## config.mk

```make
export PLATFORM = sky130hd
export DESIGN_NAME = delta_pcm_nibble_encoder
export DESIGN_NICKNAME = d
export VERILOG_FILES = /design/src/dpne_pkg.sv /design/src/delta_pcm_nibble_encoder.sv
export SDC_FILE = /design/constraint.sdc
export NUM_CORES = 1
export LEC_CHECK = 0
export ABC_AREA = 1
export BUFFER_PORTS_ARGS = -buffer_cell sky130_fd_sc_hd__buf_4
export CAP_MARGIN = 20
export CORE_MARGIN = 2
export CORE_UTILIZATION = 50
export DETAILED_ROUTE_END_ITERATION = 16
export PLACE_DENSITY = 0.76
export SKIP_CTS_REPAIR_TIMING = 1
export SLEW_MARGIN = 20
export SYNTH_ARGS = -nofsm -noshare
export SYNTH_HDL_FRONTEND = slang
export SYNTH_SLANG_ARGS = --single-unit
```

## constraint.sdc

```tcl
create_clock -name aclk -period 6.9 [get_ports aclk]
set_clock_uncertainty 0.05 [all_clocks]
set_input_delay 0.69 -clock aclk [delete_from_list [all_inputs] [get_ports aclk]]
set_output_delay 0.69 -clock aclk [all_outputs]
set_load 0.03 [all_outputs]
```

## src/dpne_pkg.sv

```systemverilog
// Shared constants, types and the delta quantiser for the delta PCM nibble encoder.
`timescale 1ns / 1ps

package dpne_pkg;

    localparam int SampleWidth = 16;
    localparam int CodeWidth   = 4;
    localparam int ByteWidth   = 2 * CodeWidth;

    // Smallest magnitude that leaves the zero-step code.
    localparam logic signed [SampleWidth-1:0] DeadZoneMin = 16'sd256;
    localparam logic signed [SampleWidth-1:0] DeadZoneNeg = -16'sd255;
    // First threshold above the smallest step, doubled for every further code.
    localparam logic [SampleWidth:0] FirstThresh = 17'd512;
    localparam logic [SampleWidth:0] BaseStep    = 17'd256;

    localparam logic [CodeWidth-1:0] CodeZeroStep = 4'd8;
    localparam logic [CodeWidth-1:0] CodePosBase  = 4'd9;
    localparam logic [CodeWidth-1:0] CodeNegBase  = 4'd7;

    localparam logic signed [SampleWidth+1:0] PredMin = -18'sd32768;
    localparam logic signed [SampleWidth+1:0] PredMax = 18'sd32767;

    typedef logic signed [SampleWidth-1:0] sample_t;

    typedef struct packed {
        logic [CodeWidth-1:0]        code;
        logic signed [SampleWidth:0] step;
    } quant_t;

    // Quantise a wrapped delta into a code and its signed step.
    function automatic quant_t quantise(input sample_t d);
        quant_t              q;
        logic [2:0]          k;
        logic [SampleWidth:0] mag;
        logic [SampleWidth:0] stepmag;
        k       = 3'd0;
        mag     = 17'(-(18'(d)));
        stepmag = '0;
        if (d >= DeadZoneMin) begin
            // Positive side: up to six further doublings, top code saturates.
            for (int i = 0; i < 6; i++) begin
                if (17'(d) >= (FirstThresh << i)) begin
                    k = 3'(i + 1);
                end
            end
            stepmag = BaseStep << k;
            q.code  = CodePosBase + 4'(k);
            q.step  = signed'(stepmag);
        end else if (d >= DeadZoneNeg) begin
            q.code = CodeZeroStep;
            q.step = '0;
        end else begin
            // Negative side: up to seven doublings, the last one reaching full scale.
            for (int i = 0; i < 7; i++) begin
                if (mag >= (FirstThresh << i)) begin
                    k = 3'(i + 1);
                end
            end
            stepmag = BaseStep << k;
            q.code  = CodeNegBase - 4'(k);
            q.step  = -signed'(stepmag);
        end
        return q;
    endfunction

    // Add the step to the prediction at full width and saturate to 16 bits.
    function automatic sample_t next_pred(input sample_t pred,
                                          input logic signed [SampleWidth:0] step);
        logic signed [SampleWidth+1:0] sum;
        sample_t                       res;
        sum = 18'(pred) + 18'(step);
        if (sum <= PredMin) begin
            res = sample_t'(PredMin);
        end else if (sum >= PredMax) begin
            res = sample_t'(PredMax);
        end else begin
            res = sample_t'(sum);
        end
        return res;
    endfunction

endpackage

```

## src/delta_pcm_nibble_encoder.sv

```systemverilog
// A frame accepted into the input register moves on into the result register once that
// register is free or being emptied, and its code byte then shows on the result ports.
// Throughput: one frame per cycle while the result side is not stalled; both predictions
// are updated as a frame leaves the input register, so the next frame follows at once.
// Reset (aresetn low, synchronous): both predictions cleared, mono mode, both
// pipeline registers empty.
`timescale 1ns / 1ps

module delta_pcm_nibble_encoder (
    input  logic                             aclk,
    input  logic                             aresetn,
    input  logic                             cfg_we,
    input  logic                             cfg_wdata,
    input  logic                             s_valid,
    output logic                             s_ready,
    input  logic signed [dpne_pkg::SampleWidth-1:0] s_first_sample,
    input  logic signed [dpne_pkg::SampleWidth-1:0] s_second_sample,
    output logic                             m_valid,
    input  logic                             m_ready,
    output logic [dpne_pkg::ByteWidth-1:0]   m_code_byte
);
    import dpne_pkg::*;

    logic     stereo_reg;
    logic     in_valid_reg;
    sample_t  first_in_reg;
    sample_t  second_in_reg;
    sample_t  first_pred_reg;
    sample_t  first_pred_next;
    sample_t  second_pred_reg;
    sample_t  second_pred_next;
    logic     out_valid_reg;
    logic [ByteWidth-1:0] code_byte_reg;
    logic [ByteWidth-1:0] code_byte_next;
    logic     advance;
    quant_t   q_first;
    quant_t   q_second;

    // The input beat moves on when the result register is free or being emptied.
    assign advance = in_valid_reg && (!out_valid_reg || m_ready);
    assign s_ready = !in_valid_reg || advance;

    // Mode register.
    always_ff @(posedge aclk) begin
        if (!aresetn) begin
            stereo_reg <= 1'b0;
        end else if (cfg_we) begin
            stereo_reg <= cfg_wdata;
        end
    end

    // Input register.
    always_ff @(posedge aclk) begin
        if (!aresetn) begin
            in_valid_reg <= 1'b0;
        end else if (s_ready) begin
            in_valid_reg <= s_valid;
        end
    end

    always_ff @(posedge aclk) begin
        if (s_valid && s_ready) begin
            first_in_reg  <= s_first_sample;
            second_in_reg <= s_second_sample;
        end
    end

    // Quantise both channels against their predictions.
    always_comb begin
        q_first          = quantise(sample_t'(first_in_reg - first_pred_reg));
        q_second         = quantise(sample_t'(second_in_reg - second_pred_reg));
        first_pred_next  = next_pred(first_pred_reg, q_first.step);
        second_pred_next = stereo_reg ? next_pred(second_pred_reg, q_second.step)
                                      : second_pred_reg;
        code_byte_next   = stereo_reg ? {q_first.code, q_second.code}
                                      : {q_first.code, q_first.code};
    end

    // Prediction state.
    always_ff @(posedge aclk) begin
        if (!aresetn) begin
            first_pred_reg  <= '0;
            second_pred_reg <= '0;
        end else if (advance) begin
            first_pred_reg  <= first_pred_next;
            second_pred_reg <= second_pred_next;
        end
    end

    // Result register.
    always_ff @(posedge aclk) begin
        if (!aresetn) begin
            out_valid_reg <= 1'b0;
        end else if (advance) begin
            out_valid_reg <= 1'b1;
        end else if (m_ready) begin
            out_valid_reg <= 1'b0;
        end
    end

    always_ff @(posedge aclk) begin
        if (advance) begin
            code_byte_reg <= code_byte_next;
        end
    end

    assign m_valid     = out_valid_reg;
    assign m_code_byte = code_byte_reg;

endmodule

```

### Word level (Yosys, flattened, before mapping)

Index checks and enable logic that the tools add are counted.

| storage, ports and cells | value |
|---|---|
| flip-flop bits (word level) | 75 |
| bits of input ports | 38 |

| cells by class | value |
|---|---|
| add/sub/neg operators | 12 |
| order comparisons | 34 |
| shift-type cells | 4 |
| mux-type cells | 43 |
| reductions and logical operators | 8 |

Operator list:

| cell | count |
|---|---|
| 2-to-1 mux 21 bit | 4 |
| 2-to-1 mux 3 bit | 28 |
| >= comparator 17 x 10 -> 1 bit (second input constant) | 4 |
| >= comparator 17 x 11 -> 1 bit (second input constant) | 4 |
| >= comparator 17 x 12 -> 1 bit (second input constant) | 4 |
| >= comparator 17 x 13 -> 1 bit (second input constant) | 4 |
| >= comparator 17 x 14 -> 1 bit (second input constant) | 4 |
| >= comparator 17 x 15 -> 1 bit (second input constant) | 4 |
| << shifter 9 x 3 -> 17 bit (first input constant) | 4 |
| 2-to-1 mux 16 bit | 4 |
| adder 16 x 17 -> 18 bit | 2 |
| >= comparator 18 x 16 -> 1 bit (second input constant) | 2 |
| <= comparator 18 x 16 -> 1 bit (second input constant) | 2 |
| >= comparator 17 x 16 -> 1 bit (second input constant) | 2 |
| negator 16 -> 17 bit | 2 |
| negator 17 bit | 2 |
| >= comparator 16 x 10 -> 1 bit (second input constant) | 2 |
| >= comparator 16 x 9 -> 1 bit (second input constant) | 2 |
| subtractor 16 bit | 2 |
| adder 4 x 3 -> 4 bit (first input constant) | 2 |
| subtractor 3 x 3 -> 4 bit (first input constant) | 2 |
| 2-to-1 mux 1 bit | 6 |
| 2-to-1 mux 4 bit | 1 |
| logical AND 1 bit | 2 |
| other kinds (4) | 6 |

### Logic depth before layout (Yosys ltp)

Gate-level depths: netlist of run 1.

| depth | value |
|---|---|
| depth after elaboration | 20 |
| depth in mapped cells | 40 |

### Least setup slack after synthesis of run 1

Ideal clock, no wire load.

| path | value |
|---|---|
| kind | register -> register |
| start | reg second_in_reg[0] |
| end | reg second_pred_reg[8] |
| library setup time | 70 ps |
| arrival | 4,842 ps |
| data required time | 6,780 ps |
| path slack | 1,938 ps |
| stages on the path, launching flop included | 34 |
| path buffers | 0 |
| clock period less this slack | 4,962 ps |
| cells stage by stage | edfxtp_1 -> inv_1 -> ha_1 -> fa_1 -> nand3b_1 -> nand2_1 -> a21boi_2 -> o21ai_1 -> xnor2_1 -> nand2_1 -> nor2_4 -> nand2_2 -> nand2_1 -> nand2_2 -> nand2_2 -> nor3_4 -> nor2_1 -> nand3_1 -> ha_1 -> nand2_1 -> o21ai_1 -> inv_1 -> fa_1 -> o21ai_1 -> a21oi_1 -> o21ai_1 -> a21oi_1 -> nor2_1 -> nor2_1 -> xnor2_1 -> nand3b_1 -> a21oi_1 -> o21ai_1 -> a21oi_1 |

| between the ends | value |
|---|---|
| longest elaborated chain between the ends | 20 |
| elaborated cells on any way between the ends | 43 |
| those cells by class | add/sub (4); order compare (17); shift (2); mux (20) |

RTL lines:

| item | RTL line | RTL |
|---|---|---|
| start: declaration | delta_pcm_nibble_encoder.sv:27 | `sample_t second_in_reg;` |
| start signal: assignment | delta_pcm_nibble_encoder.sv:64 | `second_in_reg <= s_second_sample;` |
| subtractor 16 bit (*) | delta_pcm_nibble_encoder.sv:71 | `q_second = quantise(sample_t'(second_in_reg - second_pred_reg));` |
| negator 16 -> 17 bit | dpne_pkg.sv:38 | `mag = 17'(-(18'(d)));` |
| >= comparator 17 x 10 -> 1 bit | dpne_pkg.sv:56 | `if (mag >= (FirstThresh << i)) begin` |
| 2-to-1 mux 1 bit | dpne_pkg.sv:56 |  |
| 2-to-1 mux 3 bit (6 in series) | dpne_pkg.sv:56 |  |
| 2-to-1 mux 3 bit | dpne_pkg.sv:50 | `end else if (d >= DeadZoneNeg) begin` |
| 2-to-1 mux 3 bit | dpne_pkg.sv:40 | `if (d >= DeadZoneMin) begin` |
| << shifter 9 x 3 -> 17 bit | dpne_pkg.sv:60 | `stepmag = BaseStep << k;` |
| negator 17 bit | dpne_pkg.sv:62 | `q.step = -signed'(stepmag);` |
| 2-to-1 mux 21 bit | dpne_pkg.sv:50 |  |
| 2-to-1 mux 21 bit (*) | dpne_pkg.sv:40 |  |
| adder 16 x 17 -> 18 bit (*) | dpne_pkg.sv:72 | `sum = 18'(pred) + 18'(step);` |
| >= comparator 18 x 16 -> 1 bit | dpne_pkg.sv:75 | `end else if (sum >= PredMax) begin` |
| 2-to-1 mux 16 bit | dpne_pkg.sv:75 |  |
| 2-to-1 mux 16 bit (*) | dpne_pkg.sv:73 | `if (sum <= PredMin) begin` |
| end signal: assignment | delta_pcm_nibble_encoder.sv:86 | `second_pred_reg <= second_pred_next;` |
| end: declaration | delta_pcm_nibble_encoder.sv:30 | `sample_t second_pred_reg;` |

Mark *: on every way between the ends. The rest lies on a longest branch, timed or not. The select of a mux whose other input is x is not followed.
A chain may end at the register's enable or synchronous reset.

### Worst setup path in the final report of run 1

| path | value |
|---|---|
| start | reg second_pred_reg[7] |
| end | reg second_pred_reg[8] |

| between the ends | value |
|---|---|
| longest elaborated chain between the ends | 20 |
| elaborated cells on any way between the ends | 43 |
| those cells by class | add/sub (4); order compare (17); shift (2); mux (20) |

RTL lines:

| item | RTL line |
|---|---|
| subtractor 16 bit | delta_pcm_nibble_encoder.sv:71 |
| negator 16 -> 17 bit | dpne_pkg.sv:38 |
| >= comparator 17 x 10 -> 1 bit | dpne_pkg.sv:56 |
| 2-to-1 mux 1 bit | dpne_pkg.sv:56 |
| 2-to-1 mux 3 bit (6 in series) | dpne_pkg.sv:56 |
| 2-to-1 mux 3 bit | dpne_pkg.sv:50 |
| 2-to-1 mux 3 bit | dpne_pkg.sv:40 |
| << shifter 9 x 3 -> 17 bit | dpne_pkg.sv:60 |
| negator 17 bit | dpne_pkg.sv:62 |
| 2-to-1 mux 21 bit | dpne_pkg.sv:50 |
| 2-to-1 mux 21 bit | dpne_pkg.sv:40 |
| adder 16 x 17 -> 18 bit (*) | dpne_pkg.sv:72 |
| >= comparator 18 x 16 -> 1 bit | dpne_pkg.sv:75 |
| 2-to-1 mux 16 bit | dpne_pkg.sv:75 |
| 2-to-1 mux 16 bit (*) | dpne_pkg.sv:73 |

Marked as above.

==> impl_metrics.ini, run 1 <==
[status]
status = finished clean

[power_and_ir_drop]
seqPwrFrac_pct = 20.5
p_clk_share_pct = 21.1
comb_power_share_pct = 58.4
power.internal_mw = 1.23
p_per_area_nw_per_um2 = 334
leakage_nw = 3.33
max-vdd-ir-drop_mv = 0.185
p_sw_mw = 1.13
p_sw_share_pct = 47.8

[finish]
diodes = 0
stdcell_count = 1116
drive_gt1_share_pct = 13.4
num-fill-cells = 1126
area_growth_pct = 14.2
nets = 1046

[route]
wire_per_inst_um = 13.2
drt_wl_total_um = 14800
drtPass1Iterations = 5
num_vias = 5789
drc = 0
drt_iter0_drc = 368
drt.antenna.violating_nets = 0
viasPerCell = 5.19

[clocking]
clk_latency_ns = 0.35
clockBufferDepth = 2
root_buffer = clkbuf_16
clk_pin_slew_ns = 0.06
cts_tree = done
numCtsBuffers = 9
htree_levels = 3
cts_sinks = 61

[global_routing]
grt-ovfl-total = 0
first_global_vias = 5563
grt_use_total_pct = 23.8
grt_start_max_net_pins = 33
grt_pass1_wl_um = 25000
antenna_found_initial = 0

[sta]
fin_ws_ns = 0.958
tightest_slew_ns = 0.505
setup_violations = 0
final.setup.tns_ns = 0
min_period_ns = 5.94
hold_viol = 0
max_slew_margin_pct = 66.1
timing.final.max_slew_violations = 0
max_freq_mhz = 168
finalCritPeriodShare_pct = 86.1
rsz0062_at_grt = false

[worst_setup_path]
setup.worst_path.class = reg2reg
slowest_delay_ns = 0.43
cp_max_fo = 9
cp_data_required_time_ns = 7.12
critPathMostFrequentCell = a21oi_1
r2r-end = second_pred_reg[8]
reg2reg_depth = 32
endpoint_kind = register
rrSetupSlack_ns = 0.96
worstSetupStartpointType = register
cp.arrival_ns = 6.16
r2r-start = second_pred_reg[7]
crit_slowest_cell = a21oi_1

[floorplanning]
core_um2 = 12100
die_w_um = 115
num_rows = 40
die_area_um2 = 13300
initial_core_util_pct = 51.3
die_h_um = 115
io_pins = 48

[synth]
postSynthAreaPerCell_um2 = 6.98
synth_cells = 887
ys_seq_area_share_pct = 26.2
synth_area_um2 = 6190
synthDistinctLibCells = 51
yosysWarningCount = 0
syn-num-nets = 990
synth-seq-cells = 61

[min_path]
hold_depth = 2
holdPathEnd = second_pred_reg[8]
min_from = second_pred_reg[8]
hold_path_class = reg2reg

[placed_design]
dp.final_hpwl_um = 11900
gp_congestion = 0.943
pre_cts_slack_ns = 1.01
dp_cells = 1100
io_buffers = 47

[run]
max_cap_violations = 0
[how the worst max path moves through the flow]
| stage | to | start | slack [ns] |
|---|---|---|---|
| after floorplan | second_pred_reg[8] | second_in_reg[0] | 1.94 |
| after global placement | second_pred_reg[8] | second_pred_reg[7] | 1.11 |
| after detailed placement | second_pred_reg[8] | second_pred_reg[7] | 1.01 |
| after CTS | second_pred_reg[8] | second_pred_reg[7] | 0.97 |
| after global routing | second_pred_reg[8] | second_pred_reg[7] | 0.29 |
| final | second_pred_reg[8] | second_pred_reg[7] | 0.96 |
[layout make-up]
| cell class | instances | area (µm²) | share of cell area, % |
|---|---|---|---|
| Timing Repair Buffer | 48 | 360 | 5.10 |
| Clock buffer | 10 | 229 | 3.24 |
| Clock inverter | 6 | 95.1 | 1.35 |
| Inverter | 142 | 533 | 7.54 |
| Tap cell | 168 | 210 | 2.97 |
| Sequential cell | 61 | 1620 | 22.9 |
| Multi-Input combinational cell | 681 | 4020 | 56.9 |
[worst max-delay path, delay by kind of cell, from the launching register on]
kind / cells / cell delay [ns]
AND/OR/NAND/NOR: 16 / 1.81
flip-flops: 1 / 0.41
XOR/XNOR: 1 / 0.12
adder cells (fa/ha/maj): 3 / 0.99
buffers and inverters: 2 / 0.31
AO/OA/AOI/OAI: 10 / 2.16
[logic make-up (layout without fill, tap and decap cells)]
logic type | after synthesis | after routing | share of synthesized area, %
adder cells (fa/ha/maj) | 65 | 65 | 13.6
flip-flops | 61 | 61 | 26.2
buffers and inverters | 145 | 206 | 8.86
XOR/XNOR | 34 | 34 | 6.09
AND/OR/NAND/NOR | 465 | 465 | 34.0
AO/OA/AOI/OAI | 117 | 117 | 11.2
[metal layers]
metal	track usage, %	routed length [µm]	share of wire [%]
met5	0	0	0
met4	10.5	603	4.1
met3	5.59	613	4.2
met1	27.8	6370	43
met2	41.7	7180	49
[layout by cell type, fill, tap and decap left out, types with 5 or more instances in the layout]
cell	n
inv_2	9
xnor2_1	10
nor2_4	6
a21oi_1	59
nor3_1	6
nand3_1	59
nand2_2	16
inv_1	131
nand3b_1	10
o21bai_1	5
xor2_1	18
nand2_1	265
o211ai_1	5
ha_1	61
nor2_1	57
o21ai_1	15
o21ai_0	16
nor2_2	9
dfxtp_1	21
clkbuf_16	9
buf_4	48
nand4_1	19
edfxtp_1	40
[stage by stage]
stage               instance area, µm²  power (mW)  hold WS (ns)  utilization, %
finish                            7070        2.36         0.450            58.6
detailed placement                6740        1.85         0.433            55.9
floorplan                         6190        1.55         0.413               -
global placement                  6740        1.83         0.433            55.9
global route                      7070        2.59         0.448            58.6
CTS                               7070        2.36         0.449            58.6
[synthesized netlist by cell type (all sizes together)]
library cell,count,area [µm²]
o211ai,5,37.5
edfxtp,40,1200
clkinv,2,7.51
a21boi,1,11.3
xnor2,12,131
or3b,2,17.5
clkbuf,2,7.51
nand3,61,315
nor3b,1,7.51
buf,1,7.51
nor3,7,46.3
nand3b,10,75.1
nor4,4,25.0
o21ai,33,180
and2,3,18.8
nand2,283,1120
o21a,1,7.51
fa,4,80.1
nand4,20,131
o22ai,1,6.26
a21oi,65,363
nor2,72,338
dfxtp,21,420
ha,61,763
a21o,3,22.5
or2,2,12.5
o32ai,1,8.76
inv,140,526
xor2,22,245
o21bai,6,48.8
o31ai,1,7.51
[power by group through the flow]
stage          Clock, mW  Sequential (mW)  Combinational, mW
2_1_floorplan          0            0.510               1.04
3_3_place_gp           0            0.491               1.34
3_5_place_dp           0            0.492               1.36
4_1_cts            0.510            0.485               1.36
5_1_grt            0.527            0.489               1.57
6_report           0.499            0.485               1.38
Note: power is estimated with default switching activity, not from simulation.
==> run 2, diff against run 1 <==
--- a/config.mk
+++ b/config.mk
@@ -11,7 +11,8 @@
 export CORE_MARGIN = 2
 export CORE_UTILIZATION = 50
 export DETAILED_ROUTE_END_ITERATION = 16
-export PLACE_DENSITY = 0.76
+export GPL_TIMING_DRIVEN = 0
+export PLACE_DENSITY = 0.79
 export SKIP_CTS_REPAIR_TIMING = 1
 export SLEW_MARGIN = 20
 export SYNTH_ARGS = -nofsm -noshare
==> constraint.sdc (replaced) <==
create_clock -name aclk -period 5.05 [get_ports aclk]
set_clock_uncertainty 0.05 [all_clocks]
set_input_delay 0.505 -clock aclk [delete_from_list [all_inputs] [get_ports aclk]]
set_output_delay 0.505 -clock aclk [all_outputs]
set_load 0.03 [all_outputs]
==> impl_metrics.ini, run 2 (synthesis gave the netlist of run 1 again) <==
[clocking]
numCtsBuffers = 9
cts_sinks = 61
htree_levels = 3
cts_tree = done
clk_pin_slew_ns = 0.06
clockBufferDepth = 2
clk_latency_ns = 0.33
root_buffer = clkbuf_16

[floorplanning]
die_area_um2 = 13300
core_um2 = 12100
num_rows = 40
io_pins = 48
die_h_um = 115
die_w_um = 115
initial_core_util_pct = 51.3

[placed_design]
pre_cts_slack_ns = -0.896
gp_congestion = 0.929
place_area_um2 = 6750
io_buffers = 47
dp.final_hpwl_um = 11600
dp_cells = 1102

[finish]
utilization_pct = 68.1
area_growth_pct = 32.8
final_common_cell = nand2_1
nets = 1093
drive_gt1_share_pct = 31.3
diodes = 0
final_cell_mix = nand2_1, inv_1, buf_4
stdcell_count = 1163
stdcell_area_um2 = 8220

[worst_setup_path]
r2r-end = second_pred_reg[13]
cp_max_fo = 7
cp.arrival_ns = 5.70
cp_data_required_time_ns = 5.26
slowest_delay_ns = 0.39
r2r-start = second_pred_reg[7]
worstSetupStartpointType = register
critPathLaunch = second_pred_reg[7]
crit_end = second_pred_reg[13]
reg2reg_depth = 34
setup.worst_path.class = reg2reg
rrSetupSlack_ns = -0.44
critPathMostFrequentCell = nand3_2
crit_slowest_cell = dfxtp_4
endpoint_kind = register

[sta]
finalCritPeriodShare_pct = 109
max_freq_mhz = 182
tightest_slew_ns = 0.678
hold_viol = 0
final.setup.tns_ns = -5.16
rsz0062_at_grt = true
max_slew_margin_pct = 54.7
setup_violations = 17
min_period_ns = 5.49
fin_ws_ns = -0.438
timing.final.max_slew_violations = 0

[min_path]
hold_path_class = in2reg

[run]
max_cap_violations = 0

[status]
violations = setup timing
status = finished with violations

[power_and_ir_drop]
p_per_area_nw_per_um2 = 440
max-vdd-ir-drop_mv = 0.267
leakage_nw = 3.67

[global_routing]
grt_start_max_net_pins = 33
grt-ovfl-total = 0
grt_pass1_wl_um = 24000
first_global_vias = 5395
antenna_found_initial = 0
grt_use_total_pct = 22.7

[route]
viasPerCell = 5.28
num_vias = 6140
drt_iter0_drc = 428
drtPass1Iterations = 5
drt_wl_total_um = 16800
drc = 0
wire_per_inst_um = 14.4
drt.antenna.violating_nets = 0
-- run 2: how the worst min path moves through the flow --
| stage | from | end | cells after the start |
|---|---|---|---|
| floorplan | first_pred_reg[10] | first_pred_reg[10] | 2 |
| global placement | second_pred_reg[14] | second_pred_reg[14] | 2 |
| detailed placement | first_pred_reg[9] | first_pred_reg[9] | 2 |
| CTS | s_first_sample[13] | first_in_reg[13] | 1 |
| global route | s_first_sample[6] | first_in_reg[6] | 1 |
| finish | s_second_sample[10] | second_in_reg[10] | 1 |
-- run 2: routing by layer --
metal | global-route usage [%] | vias up | part of all wire [%]
met3 | 3.00 | 33 | 4.3
met1 | 29.0 | 2803 | 43
met5 | 0 | - | 0
li1 | - | 3115 | -
met4 | 7.71 | 0 | 2.2
met2 | 39.7 | 189 | 51
-- run 2: final cells by class --
type / instances / area (µm²)
Clock buffer: 9 / 225
Tap cell: 168 / 210
Inverter: 142 / 546
Clock inverter: 7 / 50.0
Multi-Input combinational cell: 681 / 4810
Buffer: 3 / 18.8
Sequential cell: 61 / 1630
Timing Repair Buffer: 92 / 727
Fill cell: 924 / 3850
-- run 2: where the power goes --
group / leakage (nW) / total (mW) / internal (mW) / switching (mW)
clock network: 0.128 / 0.565 / 0.333 / 0.232
logic: 2.99 / 2.38 / 0.863 / 1.52
registers: 0.560 / 0.669 / 0.621 / 0.0478
-- run 2: per-stage QoR --
stage | hold slack [ns] | total power, mW
finish | 0.292 | 3.62
global route | 0.285 | 3.92
CTS | 0.286 | 3.10
detailed placement | 0.427 | 2.52
global placement | 0.426 | 2.48
floorplan | 0.413 | 2.12
-- run 2: worst max-delay path, delay by kind of cell, from the launching register on --
family / cells / cell delay [ns]
simple gates: 16 / 1.98
compound gates: 7 / 1.01
buf+inv: 6 / 0.83
fa+ha+maj: 3 / 0.72
xor+xnor: 2 / 0.43
flops: 1 / 0.39
